`src/rtl/ctd_pkg.sv`:
```
`timescale 1ns / 1ps
// ---------------------------------------------------------------------------
// Chunked transfer decoder package
// Shared constants, codes and the queue item type of the decoder.
// ---------------------------------------------------------------------------
package ctd_pkg;

	// Width of the chunk size / data byte counter
	localparam int COUNT_BITS = 32;

	// Queue between classifier and decoder core
	localparam int QUEUE_DEPTH = 4;
	localparam int QUEUE_AW    = $clog2(QUEUE_DEPTH);
	localparam int QUEUE_CW    = $clog2(QUEUE_DEPTH + 1);

	localparam logic [7:0] CH_CR = 8'h0D;
	localparam logic [7:0] CH_LF = 8'h0A;

	typedef enum logic [2:0] {
		PH_START,
		PH_SIZE,
		PH_EXT,
		PH_DATA,
		PH_TRAIL,
		PH_DONE,
		PH_BAD
	} phase_t;

	typedef enum logic [1:0] {
		ST_RUN,
		ST_ZERO,
		ST_EARLY,
		ST_BAD
	} status_t;

	// One classified body beat
	typedef struct packed {
		logic [7:0] body_byte;
		logic       body_end;
		logic       is_hex;
		logic [3:0] hex_val;
		logic       is_cr;
		logic       is_lf;
	} ctd_item_t;

endpackage

```
`src/rtl/ctd_ifs.sv`:
```
`timescale 1ns / 1ps
// ---------------------------------------------------------------------------
// Chunked transfer decoder channels
// Valid/ready channels for raw body beats and decoded result beats.
// ---------------------------------------------------------------------------
interface ctd_in_if;
	logic       valid;
	logic       ready;
	logic [7:0] body_byte;
	logic       body_end;

	modport source (output valid, output body_byte, output body_end, input ready);
	modport sink (input valid, input body_byte, input body_end, output ready);
endinterface

interface ctd_out_if;
	logic       valid;
	logic       ready;
	logic [7:0] payload_byte;
	logic       has_payload;
	logic [1:0] finish_status;

	modport source (output valid, output payload_byte, output has_payload,
		output finish_status, input ready);
	modport sink (input valid, input payload_byte, input has_payload,
		input finish_status, output ready);
endinterface

```
`src/rtl/ctd_front.sv`:
```
`timescale 1ns / 1ps
// ---------------------------------------------------------------------------
// Chunked transfer decoder front end
// Accepts body beats, classifies each byte (hex digit, CR, LF) and
// hands the classified beat on through a one-stage register.
// ---------------------------------------------------------------------------
module ctd_front (
	input  logic              clk,
	input  logic              arst_n,
	ctd_in_if.sink            in_ch,
	output ctd_pkg::ctd_item_t item,
	output logic              item_valid,
	input  logic              item_ready
);

	logic               vld_s1;
	ctd_pkg::ctd_item_t item_s1;
	ctd_pkg::ctd_item_t cls;
	logic               take;

	// Classify the incoming byte
	always_comb begin
		cls           = '0;
		cls.body_byte = in_ch.body_byte;
		cls.body_end  = in_ch.body_end;
		cls.is_cr     = (in_ch.body_byte == ctd_pkg::CH_CR);
		cls.is_lf     = (in_ch.body_byte == ctd_pkg::CH_LF);
		if (in_ch.body_byte >= 8'h30 && in_ch.body_byte <= 8'h39) begin
			cls.is_hex  = 1'b1;
			cls.hex_val = in_ch.body_byte[3:0];
		end else if ((in_ch.body_byte >= 8'h41 && in_ch.body_byte <= 8'h46) ||
				(in_ch.body_byte >= 8'h61 && in_ch.body_byte <= 8'h66)) begin
			cls.is_hex  = 1'b1;
			cls.hex_val = in_ch.body_byte[3:0] + 4'd9;
		end
	end

	assign in_ch.ready = !vld_s1 || item_ready;
	assign take        = in_ch.valid && in_ch.ready;

	// Stage register valid
	always_ff @(posedge clk or negedge arst_n) begin
		if (!arst_n) begin
			vld_s1 <= 1'b0;
		end else if (take) begin
			vld_s1 <= 1'b1;
		end else if (item_ready) begin
			vld_s1 <= 1'b0;
		end
	end

	// Stage register payload
	always_ff @(posedge clk) begin
		if (take) begin
			item_s1 <= cls;
		end
	end

	assign item       = item_s1;
	assign item_valid = vld_s1;

endmodule

```
`src/rtl/ctd_queue.sv`:
```
`timescale 1ns / 1ps
// ---------------------------------------------------------------------------
// Chunked transfer decoder queue
// Short FIFO of classified beats between the front end and the core.
// ---------------------------------------------------------------------------
module ctd_queue (
	input  logic               clk,
	input  logic               arst_n,
	input  ctd_pkg::ctd_item_t wr_item,
	input  logic               wr_valid,
	output logic               wr_ready,
	output ctd_pkg::ctd_item_t rd_item,
	output logic               rd_valid,
	input  logic               rd_ready
);

	ctd_pkg::ctd_item_t             mem [ctd_pkg::QUEUE_DEPTH];
	logic [ctd_pkg::QUEUE_AW-1:0]   wr_ptr_q;
	logic [ctd_pkg::QUEUE_AW-1:0]   rd_ptr_q;
	logic [ctd_pkg::QUEUE_CW-1:0]   count_q;
	logic                           push;
	logic                           pop;

	assign wr_ready = (count_q != ctd_pkg::QUEUE_CW'(ctd_pkg::QUEUE_DEPTH));
	assign rd_valid = (count_q != '0);
	assign push     = wr_valid && wr_ready;
	assign pop      = rd_valid && rd_ready;
	assign rd_item  = mem[rd_ptr_q];

	// Write storage
	always_ff @(posedge clk) begin
		if (push) begin
			mem[wr_ptr_q] <= wr_item;
		end
	end

	// Advance pointers and count
	always_ff @(posedge clk or negedge arst_n) begin
		if (!arst_n) begin
			wr_ptr_q <= '0;
			rd_ptr_q <= '0;
			count_q  <= '0;
		end else begin
			if (push) begin
				wr_ptr_q <= wr_ptr_q + ctd_pkg::QUEUE_AW'(1);
			end
			if (pop) begin
				rd_ptr_q <= rd_ptr_q + ctd_pkg::QUEUE_AW'(1);
			end
			if (push && !pop) begin
				count_q <= count_q + ctd_pkg::QUEUE_CW'(1);
			end else if (pop && !push) begin
				count_q <= count_q - ctd_pkg::QUEUE_CW'(1);
			end
		end
	end

endmodule

```
`src/rtl/ctd_core.sv`:
```
`timescale 1ns / 1ps
// ---------------------------------------------------------------------------
// Chunked transfer decoder core
// Runs the chunk parsing state machine on classified beats and loads
// data bytes and finish reports into the output register.
// ---------------------------------------------------------------------------
module ctd_core (
	input  logic               clk,
	input  logic               arst_n,
	input  ctd_pkg::ctd_item_t item,
	input  logic               item_valid,
	output logic               item_ready,
	ctd_out_if.source          out_ch
);

	localparam int CB = ctd_pkg::COUNT_BITS;

	ctd_pkg::phase_t  phase_q, phase_d;
	logic [CB-1:0]    remain_q, remain_d;
	logic [3:0]       digits_q, digits_d;
	logic             saw_cr_q, saw_cr_d;
	logic [1:0]       trail_q, trail_d;
	logic             fin_q, fin_d;

	logic             out_vld_q;
	logic [7:0]       pay_q;
	logic             has_q;
	ctd_pkg::status_t st_q;

	logic             emit;
	logic             has_d;
	ctd_pkg::status_t st_d;
	logic             do_size;
	logic             do_tail;
	logic             pop;

	assign item_ready = !out_vld_q || out_ch.ready;
	assign pop        = item_valid && item_ready;

	// State registers
	always_ff @(posedge clk or negedge arst_n) begin
		if (!arst_n) begin
			phase_q  <= ctd_pkg::PH_START;
			remain_q <= '0;
			digits_q <= '0;
			saw_cr_q <= 1'b0;
			trail_q  <= '0;
			fin_q    <= 1'b0;
		end else if (pop) begin
			phase_q  <= phase_d;
			remain_q <= remain_d;
			digits_q <= digits_d;
			saw_cr_q <= saw_cr_d;
			trail_q  <= trail_d;
			fin_q    <= fin_d;
		end
	end

	// Next state and result for one beat
	always_comb begin
		phase_d  = phase_q;
		remain_d = remain_q;
		digits_d = digits_q;
		saw_cr_d = saw_cr_q;
		trail_d  = trail_q;
		fin_d    = fin_q;
		emit     = 1'b0;
		has_d    = 1'b0;
		st_d     = ctd_pkg::ST_RUN;
		do_size  = 1'b0;
		do_tail  = 1'b0;

		case (phase_q)
			ctd_pkg::PH_START: begin
				if (!item.is_hex) begin
					phase_d = ctd_pkg::PH_BAD;
					st_d    = ctd_pkg::ST_BAD;
				end else begin
					phase_d = ctd_pkg::PH_SIZE;
					do_size = 1'b1;
				end
			end
			ctd_pkg::PH_SIZE: begin
				do_size = 1'b1;
			end
			ctd_pkg::PH_EXT: begin
				do_tail = 1'b1;
			end
			ctd_pkg::PH_DATA: begin
				emit     = 1'b1;
				has_d    = 1'b1;
				remain_d = remain_q - CB'(1);
				if (remain_d == '0) begin
					phase_d = ctd_pkg::PH_TRAIL;
					trail_d = 2'd2;
				end
			end
			ctd_pkg::PH_TRAIL: begin
				trail_d = trail_q - 2'd1;
				if (trail_d == 2'd0) begin
					phase_d  = ctd_pkg::PH_SIZE;
					digits_d = '0;
					saw_cr_d = 1'b0;
				end
			end
			default: begin
			end
		endcase

		// Accumulate a size digit, flag an oversized size as bad, or leave the size for the line tail
		if (do_size) begin
			if (!item.is_hex) begin
				phase_d = ctd_pkg::PH_EXT;
				do_tail = 1'b1;
			end else if (remain_q[CB-1 -: 4] != 4'd0) begin
				phase_d = ctd_pkg::PH_BAD;
				st_d    = ctd_pkg::ST_BAD;
			end else begin
				remain_d = {remain_q[CB-5:0], item.hex_val};
				if (digits_q != 4'hF) begin
					digits_d = digits_q + 4'd1;
				end
			end
		end

		// Look for CR LF closing the size line
		if (do_tail) begin
			if (saw_cr_q && item.is_lf) begin
				saw_cr_d = 1'b0;
				digits_d = '0;
				if (remain_q == '0) begin
					phase_d = ctd_pkg::PH_DONE;
					st_d    = ctd_pkg::ST_ZERO;
				end else begin
					phase_d = ctd_pkg::PH_DATA;
				end
			end else begin
				saw_cr_d = item.is_cr;
			end
		end

		if (st_d != ctd_pkg::ST_RUN) begin
			emit  = 1'b1;
			fin_d = 1'b1;
		end

		// Report how the body ended on its last beat
		if (item.body_end && !fin_d) begin
			if (phase_d == ctd_pkg::PH_DATA || phase_d == ctd_pkg::PH_TRAIL) begin
				st_d = ctd_pkg::ST_EARLY;
			end else if (phase_d == ctd_pkg::PH_SIZE && digits_d == 4'd0) begin
				st_d = ctd_pkg::ST_EARLY;
			end else begin
				st_d = ctd_pkg::ST_BAD;
			end
			emit = 1'b1;
		end

		// Drop back to start of body after the last beat
		if (item.body_end) begin
			phase_d  = ctd_pkg::PH_START;
			remain_d = '0;
			digits_d = '0;
			saw_cr_d = 1'b0;
			trail_d  = '0;
			fin_d    = 1'b0;
		end
	end

	// Output register valid
	always_ff @(posedge clk or negedge arst_n) begin
		if (!arst_n) begin
			out_vld_q <= 1'b0;
		end else if (pop && emit) begin
			out_vld_q <= 1'b1;
		end else if (out_ch.ready) begin
			out_vld_q <= 1'b0;
		end
	end

	// Output register payload
	always_ff @(posedge clk) begin
		if (pop && emit) begin
			pay_q <= has_d ? item.body_byte : 8'd0;
			has_q <= has_d;
			st_q  <= st_d;
		end
	end

	assign out_ch.valid         = out_vld_q;
	assign out_ch.payload_byte  = pay_q;
	assign out_ch.has_payload   = has_q;
	assign out_ch.finish_status = st_q;

	// A finished or malformed body has already been reported
	a_fin_flag: assert property (@(posedge clk) disable iff (!arst_n)
		(phase_q == ctd_pkg::PH_DONE || phase_q == ctd_pkg::PH_BAD) |-> fin_q)
		else $error("finish phase without finish report");

	// Data phase always has bytes left
	a_data_cnt: assert property (@(posedge clk) disable iff (!arst_n)
		(phase_q == ctd_pkg::PH_DATA) |-> (remain_q != '0))
		else $error("data phase with zero count");

	// Trailer phase always has bytes to drop
	a_trail_cnt: assert property (@(posedge clk) disable iff (!arst_n)
		(phase_q == ctd_pkg::PH_TRAIL) |-> (trail_q != 2'd0))
		else $error("trailer phase with zero skip count");

	// A data result carries only running or ended-early status
	a_data_st: assert property (@(posedge clk) disable iff (!arst_n)
		(out_vld_q && has_q) |-> (st_q == ctd_pkg::ST_RUN || st_q == ctd_pkg::ST_EARLY))
		else $error("data beat with bad status");

endmodule

```
`src/rtl/chunked_transfer_decoder.sv`:
```
`timescale 1ns / 1ps
// Path: a body beat passes the classifier register, the queue and the
// output register before it is offered as a result beat. When out_ch is
// ready, one body beat per cycle passes; the core parses one byte per cycle.
// Reset: arst_n clears the parser to start of body and empties the queue and
// output register; no clearing pass is needed.
// ---------------------------------------------------------------------------
// Chunked transfer decoder
// Decodes a chunked HTTP body into payload bytes and a finish status.
// ---------------------------------------------------------------------------
module chunked_transfer_decoder (
	input  logic      clk,
	input  logic      arst_n,
	ctd_in_if.sink    in_ch,
	ctd_out_if.source out_ch
);

	ctd_pkg::ctd_item_t fr_item;
	logic               fr_valid;
	logic               fr_ready;
	ctd_pkg::ctd_item_t q_item;
	logic               q_valid;
	logic               q_ready;

	ctd_front u_front (
		.clk        (clk),
		.arst_n     (arst_n),
		.in_ch      (in_ch),
		.item       (fr_item),
		.item_valid (fr_valid),
		.item_ready (fr_ready)
	);

	ctd_queue u_queue (
		.clk      (clk),
		.arst_n   (arst_n),
		.wr_item  (fr_item),
		.wr_valid (fr_valid),
		.wr_ready (fr_ready),
		.rd_item  (q_item),
		.rd_valid (q_valid),
		.rd_ready (q_ready)
	);

	ctd_core u_core (
		.clk        (clk),
		.arst_n     (arst_n),
		.item       (q_item),
		.item_valid (q_valid),
		.item_ready (q_ready),
		.out_ch     (out_ch)
	);

endmodule
```
`src/flat_wrapper.sv`:
```
// flat-port wrapper written by rule: the top's interface ports become plain ports
module chunked_transfer_decoder_flat 
  (clk, arst_n, in_ch_valid, in_ch_body_byte, in_ch_body_end, in_ch_ready, out_ch_valid, out_ch_payload_byte, out_ch_has_payload, out_ch_finish_status, out_ch_ready);
  ctd_in_if in_ch_i ();
  ctd_out_if out_ch_i ();
  input  logic clk;
  input  logic arst_n;
  input wire logic [$bits(in_ch_i.valid)-1:0] in_ch_valid;
  input wire logic [$bits(in_ch_i.body_byte)-1:0] in_ch_body_byte;
  input wire logic [$bits(in_ch_i.body_end)-1:0] in_ch_body_end;
  output wire logic [$bits(in_ch_i.ready)-1:0] in_ch_ready;
  output wire logic [$bits(out_ch_i.valid)-1:0] out_ch_valid;
  output wire logic [$bits(out_ch_i.payload_byte)-1:0] out_ch_payload_byte;
  output wire logic [$bits(out_ch_i.has_payload)-1:0] out_ch_has_payload;
  output wire logic [$bits(out_ch_i.finish_status)-1:0] out_ch_finish_status;
  input wire logic [$bits(out_ch_i.ready)-1:0] out_ch_ready;
  assign in_ch_i.valid = in_ch_valid;
  assign in_ch_i.body_byte = in_ch_body_byte;
  assign in_ch_i.body_end = in_ch_body_end;
  assign in_ch_ready = in_ch_i.ready;
  assign out_ch_valid = out_ch_i.valid;
  assign out_ch_payload_byte = out_ch_i.payload_byte;
  assign out_ch_has_payload = out_ch_i.has_payload;
  assign out_ch_finish_status = out_ch_i.finish_status;
  assign out_ch_i.ready = out_ch_ready;
  chunked_transfer_decoder u_core (.clk(clk), .arst_n(arst_n), .in_ch(in_ch_i), .out_ch(out_ch_i));
endmodule
```
`config.mk`:
```
export PLATFORM = sky130hd
export DESIGN_NAME = chunked_transfer_decoder_flat
export DESIGN_NICKNAME = d
export VERILOG_FILES = /design/src/rtl/ctd_pkg.sv /design/src/rtl/ctd_ifs.sv /design/src/rtl/ctd_front.sv /design/src/rtl/ctd_queue.sv /design/src/rtl/ctd_core.sv /design/src/rtl/chunked_transfer_decoder.sv /design/src/flat_wrapper.sv
export SDC_FILE = /design/constraint.sdc
export NUM_CORES = 1
export LEC_CHECK = 0
export BUFFER_PORTS_ARGS = -buffer_cell sky130_fd_sc_hd__buf_4
export CAP_MARGIN = 10
export CORE_ASPECT_RATIO = 0.75
export CORE_UTILIZATION = 56
export CTS_CLUSTER_SIZE = 24
export DETAILED_ROUTE_END_ITERATION = 8
export GPL_TIMING_DRIVEN = 0
export PLACE_DENSITY = 0.72
export SLEW_MARGIN = 40
export SYNTH_ARGS = -nofsm -noshare
export SYNTH_HDL_FRONTEND = slang
export SYNTH_SLANG_ARGS = --single-unit
```
`constraint.sdc`:
```
create_clock -name clk -period 3.08 [get_ports clk]
set_input_delay 0.308 -clock clk [delete_from_list [all_inputs] [get_ports clk]]
set_output_delay 0.308 -clock clk [all_outputs]
set_load 0.05 [all_outputs]
```
Yosys cells after proc, flatten, opt, wreduce, memory -nomap -nowiden
Memory sizes are Yosys's and may differ from the RTL's.
Cells that the tools add are included.
{"block": "classes", "add_sub_neg": 8, "eq_ne": 12, "n_lt_le_gt_ge": 6, "muxes": 64, "reduce_logical": 37}
{"op": "$mux 32", "n": 5}
{"op": "$logic_not 32->1", "n": 2}
{"op": "$mux 4", "n": 10}
{"op": "$mux 3", "n": 12}
{"op": "$sub 32x1->32 const B", "n": 1}
{"op": "$mux 1", "n": 22}
{"op": "$mux 2", "n": 11}
{"op": "$eq 8x4->1 const B", "n": 2}
{"op": "$ge 8x7->1 const B", "n": 2}
{"op": "$le 8x7->1 const B", "n": 2}
{"op": "$logic_and 1x1->1", "n": 12}
{"op": "$reduce_bool 3->1", "n": 4}
{"op": "$eq 3x2->1 const B", "n": 3}
{"op": "$pmux 3 s3", "n": 1}
{"op": "$ge 8x6->1 const B", "n": 1}
{"op": "$le 8x6->1 const B", "n": 1}
{"op": "$reduce_bool 2->1", "n": 4}
{"op": "$eq 3x1->1 const B", "n": 2}
{"op": "$eq 3x3->1 const B", "n": 2}
{"op": "$ne 3x3->1 const B", "n": 2}
{"op": "$reduce_and 3->1", "n": 2}
{"op": "$logic_not 1->1", "n": 5}
{"op": "$mux 5", "n": 1}
{"op": "$add 2x1->2 const B", "n": 2}
{"op": "other kinds (13)", "n": 16}
{"block": "word_totals", "mem_count": 1, "ram_bits": 64, "word_cells": 148, "ff_bits": 79, "out_inout_bits": 13, "input_bits": 13}
{"memory": "u_core.u_queue.mem", "words": 4, "word_bits": 16, "rd": 1, "rd_ports_with_merged_regs": 0, "write_ports": 1, "line": "ctd_queue.sv:17", "text": "ctd_pkg::ctd_item_t mem [ctd_pkg::QUEUE_DEPTH];"}

Logic depth before layout (Yosys ltp)
An unclocked memory read counts as a cell.
{"block": "depth", "depth_word": 16, "mapped_depth": 11, "mapped_depth_nobuf": 10}

Hierarchy
From an unflattened synthesis, not the netlist that was laid out.
{"block": "hier_totals", "cells_unflattened": 596, "hier_area_um2": 7078.0}
{"module": "ctd_core", "seq_area_each_um2": 1431.4, "cells_per_inst": 432, "n_inst": 1, "area_per_inst_um2": 3570.9}
{"module": "ctd_queue", "seq_area_each_um2": 2097.0, "cells_per_inst": 119, "n_inst": 1, "area_per_inst_um2": 2760.1}
{"module": "ctd_front", "seq_area_each_um2": 505.5, "cells_per_inst": 45, "n_inst": 1, "area_per_inst_um2": 747.0}

Worst setup path before layout
Ideal clock, no wire load.
{"block": "synth_path", "path_type": "reg-to-reg", "from": "register u_core.u_queue.rd_ptr_q[0] in the netlist's numbering", "to": "register u_core.u_core.st_q[0], in the netlist u_core.u_core.out_ch.finish_status[0], enable pin", "arrival_time_ns": 2.997, "slack_ns": -0.295, "setup_time_ns": 0.378, "stages_incl_launch_ff": 9, "period_less_slack_ns": 3.375, "t_required_ns": 2.702, "n_path_buf": 1, "path_cell_list": "dfrtp_1 -> clkbuf_1 -> mux4_2 -> o22ai_1 -> nand3_1 -> or4_1 -> nand2_1 -> nor2_1 -> nor2_1"}
{"block": "synth_via", "elab_chain_cells": 15, "elab_cells_between_ends": 21, "classes_between": "15 x mux; 5 x reduce/logical; 1 x memory"}
{"element": "start: declaration", "line": "ctd_queue.sv:19", "text": "logic [ctd_pkg::QUEUE_AW-1:0] rd_ptr_q;"}
{"element": "start signal: assignment", "line": "ctd_queue.sv:48", "text": "rd_ptr_q <= rd_ptr_q + ctd_pkg::QUEUE_AW'(1);"}
{"element": "$mem_v2 4x16 *"}
{"element": "$mux 2", "line": "ctd_core.sv:75", "text": "if (!item.is_hex) begin"}
{"element": "$mux 2", "line": "ctd_core.sv:73", "text": "case (phase_q)"}
{"element": "$mux 2", "line": "ctd_core.sv:115", "text": "end else if (remain_q[CB-1 -: 4] != 4'd0) begin"}
{"element": "$mux 2", "line": "ctd_core.sv:112", "text": "if (!item.is_hex) begin"}
{"element": "$mux 2", "line": "ctd_core.sv:111", "text": "if (do_size) begin"}
{"element": "$mux 2", "line": "ctd_core.sv:131", "text": "if (remain_q == '0) begin"}
{"element": "$mux 2", "line": "ctd_core.sv:128", "text": "if (saw_cr_q && item.is_lf) begin"}
{"element": "$mux 2", "line": "ctd_core.sv:127", "text": "if (do_tail) begin"}
{"element": "$reduce_bool 2->1", "line": "ctd_core.sv:142", "text": "if (st_d != ctd_pkg::ST_RUN) begin"}
{"element": "$mux 1", "line": "ctd_core.sv:142"}
{"element": "$logic_not 1->1", "line": "ctd_core.sv:148", "text": "if (item.body_end && !fin_d) begin"}
{"element": "$logic_and 1x1->1", "line": "ctd_core.sv:148"}
{"element": "$mux 1 *", "line": "ctd_core.sv:148"}
{"element": "$logic_and 1x1->1 *", "line": "ctd_core.sv:183", "text": "if (pop && emit) begin"}
{"element": "end signal: assignment", "line": "ctd_core.sv:186", "text": "st_q <= st_d;"}
{"element": "end: declaration", "line": "ctd_core.sv:28", "text": "ctd_pkg::status_t st_q;"}
Mark *: on every way between the ends. The rest lies on a longest branch, timed or not.
A chain may end at the register's enable or synchronous reset.

Final worst setup path
{"block": "layout_path", "from": "register u_core.u_core.remain_q[13]", "to": "register u_core.u_core.phase_q[0]"}
{"block": "layout_via", "elab_chain_cells": 10}
{"element": "start: declaration", "line": "ctd_core.sv:19", "text": "logic [CB-1:0] remain_q, remain_d;"}
{"element": "start signal: assignment", "line": "ctd_core.sv:51", "text": "remain_q <= remain_d;"}
{"element": "$sub 32x1->32 *", "line": "ctd_core.sv:92", "text": "remain_d = remain_q - CB'(1);"}
{"element": "$logic_not 32->1 *", "line": "ctd_core.sv:93", "text": "if (remain_d == '0) begin"}
{"element": "$mux 3 *", "line": "ctd_core.sv:93"}
{"element": "$pmux 3 s3 *", "line": "ctd_core.sv:73"}
{"element": "$mux 3", "line": "ctd_core.sv:115"}
{"element": "$mux 3", "line": "ctd_core.sv:112"}
{"element": "$mux 3 *", "line": "ctd_core.sv:111"}
{"element": "$mux 3", "line": "ctd_core.sv:128"}
{"element": "$mux 3 *", "line": "ctd_core.sv:127"}
{"element": "$mux 3 *", "line": "ctd_core.sv:160", "text": "if (item.body_end) begin"}
{"element": "end signal: assignment", "line": "ctd_core.sv:43", "text": "phase_q <= ctd_pkg::PH_START;"}
{"element": "end signal: assignment", "line": "ctd_core.sv:50", "text": "phase_q <= phase_d;"}
{"element": "end: declaration", "line": "ctd_core.sv:18", "text": "ctd_pkg::phase_t phase_q, phase_d;"}
Marked as above.

==> metrics.cfg <==
[logic_synthesis]
syn_area_um2 = 7150
ys_seq_elements = 143
ys.flop_type = edfxtp_1
synth_edf_count = 91
synthCells = 640
netlist-cell-type-count = 65
async_flop_share_pct = 36.4
syn_avg_cell_area_um2 = 11.2
synth_seq_area_share_pct = 56.4
syn_nets = 667
ys_warn_count = 0

[floorplanning]
core_um2 = 12300
die_h_um = 99.8
rows = 35
initial_utilization_pct = 57.9
dieArea_um2 = 13200
die_w_um = 132
num_io_pins = 26

[timing]
max_freq_ghz = 0.311
worst_pin_slew_ns = 0.759
finalMaxSlewViolations = 0
max_slew_margin_pct = 49.3
hold_viol_final = 0
post-route-min-period_ns = 3.21
fin_crit_sh_pct = 104
rsz0062_at_grt = true
setup_viol = 4
worst_slack_ns = -0.132
finClkSkew_ns = 0.0113

[routing]
wl_um = 18300
drt_drc_violations_left = 0
first_pass_iters = 5
viasPerCell = 6.51
vias = 5680
wire_per_inst_um = 21.0
ant_nets = 0
drt_iter0_markers = 604

[setup_path]
cp_max_fo = 4
worst_setup_path_start_kind = flip-flop
cp.required_ns = 3.40
endpoint_kind = flip-flop
cp.arrival_ns = 3.53
critPathKind = reg -> reg

[cells_and_area]
final_cells = 873
drive_above_1_share_pct = 18.5
layout.nets = 721
area_delta_synth_final_pct = 17.8
diodes = 0

[status]
violations = setup timing
status = finished with violations

[clock_network]
cts_buffers = 17
htreeDepth = 4
worstSkewPairLatency_ns = 0.43
cts_tree = done
clkSinkCount = 143
clk_path_buf_depth = 2
cts_root_buf = clkbuf_16
clkTransAtPathRegs_ns = 0.07

[global_routing]
grt_pass1_wl_um = 29400
grt_util_all_layers_pct = 29.8
grt-ovfl-total = 0
grt_max_degree = 53
antenna_found_initial = 0
grt_pass1_vias = 5494

[placement]
placed_cells = 831
numPortBuffers = 25
dp.final_hpwl_um = 12100
place.gp.congestion = 0.958

[run]
max_cap_violations = 0

[hold_path]
min_path_type = in -> reg

-- layer usage --
metal  GRT usage, %  wire, um  up-vias
li1               -         -     2524
met2           43.8      8050      326
met1           43.1      8260     2783
met5              0         0        -
met3           6.97      1640       47
met4           11.8       388        0
-- final cells by class --
cell class | count | area, um^2
plain buffers | 33 | 139
inverters | 25 | 93.8
clock buffers | 17 | 425
fillers | 923 | 3930
well taps | 166 | 208
clock inverters | 15 | 174
multi-input cells | 434 | 3030
flip-flops and latches | 143 | 4040
repair buffers | 40 | 317
-- synth_stat cells (all sizes together) (6+ instances only) --
cell type / instances / area share (%)
a21oi: 37 / 2.6
a22oi: 11 / 1.2
a31oi: 6 / 0.53
and2: 16 / 1.4
clkbuf: 33 / 1.8
dfrtp: 52 / 18
edfxtp: 91 / 38
ha: 13 / 2.3
inv: 25 / 1.3
mux4: 16 / 5.0
nand2: 47 / 2.5
nand2b: 9 / 0.79
nand3: 14 / 0.98
nor2: 50 / 2.6
nor3: 28 / 2.0
nor4: 18 / 2.0
nor4b: 6 / 0.95
o21ai: 72 / 5.0
o22ai: 7 / 0.61
or4: 6 / 0.74
xnor2: 11 / 1.3
xor2: 6 / 0.74
-- what timing repair did --
| item | 4_1_cts | 5_1_grt |
|---|---|---|
| pin swaps | 13 | 9 |
| buffers inserted | 11 | 2 |
| hold buffers | 1 | 0 |
| resized for setup | 18 | 18 |
| setup endpoints to repair | 20 | 27 |
| hold endpoints to repair | 52 | 0 |
-- through the flow --
stage               cell area, um^2  setup TNS [ns]  hold slack, ns  setup WS [ns]  utilization [%]
CTS                            8330          -0.378          0.0533         -0.104             67.5
global placement               7560           -9.99           0.390         -0.673             61.2
floorplan                      7160               0          0.0124        0.00943                -
detailed placement             7570          -10.95           0.400         -0.743             61.3
global route                   8420          -0.815          0.0574         -0.207             68.2
finish                         8420          -0.454          0.0586         -0.132             68.2
-- placed cells by master (no fill, tap or decap), types with 4 or more instances in the layout --
master	synthesis	routed
nand3_1	14	13
a22oi_1	11	11
edfxtp_1	91	91
and2_1	16	13
o21ai_1	25	25
o31ai_1	4	4
nor4_1	16	11
or3_1	4	4
ha_1	13	12
nand2_1	47	47
clkbuf_1	32	25
nand4_1	5	5
xor2_1	6	6
buf_4	0	36
a31oi_1	6	6
nor3_1	28	25
nand2b_1	9	9
inv_1	24	23
dfrtp_2	0	4
nor2_1	50	49
xnor2_1	11	10
nor4_4	2	4
inv_6	0	4
o21ai_0	47	47
clkbuf_2	1	4
mux4_2	16	16
clkbuf_16	0	17
dfrtp_1	52	48
o22ai_1	7	6
a21oi_1	37	37
-- worst max-delay path, cell delays in order, from the launching register on --
cell	delay, ns
dfrtp_2	0.41
or4_4	0.51
or4_4	0.49
nor4_4	0.28
xnor2_2	0.13
or4_4	0.51
nor4b_4	0.35
buf_4	0.19
o21ai_1	0.06
a22o_1	0.18
-- final timing paths --
path | start | end | slack [ns] | cells after the start
min in group asynchronous | arst_n | u_core.u_core.remain_q[9] | 0.46 | 2
max in group asynchronous | arst_n | u_core.u_core.remain_q[15] | 2.12 | 2
hold / removal | in_ch_body_end | u_core.u_front.item[7] | 0.06 | 1
setup reg to reg | u_core.u_core.remain_q[13] | u_core.u_core.phase_q[0] | -0.13 | 9
hold reg to reg | u_core.u_front.item[9] | u_core.u_queue.mem[0][9] | 0.50 | 0
setup / recovery | u_core.u_core.remain_q[13] | u_core.u_core.phase_q[0] | -0.13 | 9
-- registers in the layout (all words and copies together) (netlist names) --
signal and cells:
u_core.u_core.digits_q 4, u_core.u_core.fin_q 1, u_core.u_core.out_ch.finish_status 2, u_core.u_core.out_ch.has_payload 1, u_core.u_core.out_ch.payload_byte 8, u_core.u_core.out_ch.valid 1
u_core.u_core.phase_q 3, u_core.u_core.remain_q 32, u_core.u_core.saw_cr_q 1, u_core.u_core.trail_q 2, u_core.u_front.item 16, u_core.u_front.item_valid 1
u_core.u_queue.count_q 3, u_core.u_queue.mem 64, u_core.u_queue.rd_ptr_q 2, u_core.u_queue.wr_ptr_q 2
-- cell families after synthesis --
group	count (synthesis)	share of synthesized area (%)
buffers and inverters	63	3.38
and+or+nand+nor	221	16.7
adders and majority gates	14	2.56
DFF	143	56.4
xor gates and xnor gates	17	2.08
AOI/OAI and AO/OA	165	13.7
muxes	17	5.20
Power is not shown: default switching activity piles up to over one toggle a cycle in this logic, so the estimate is an artifact.
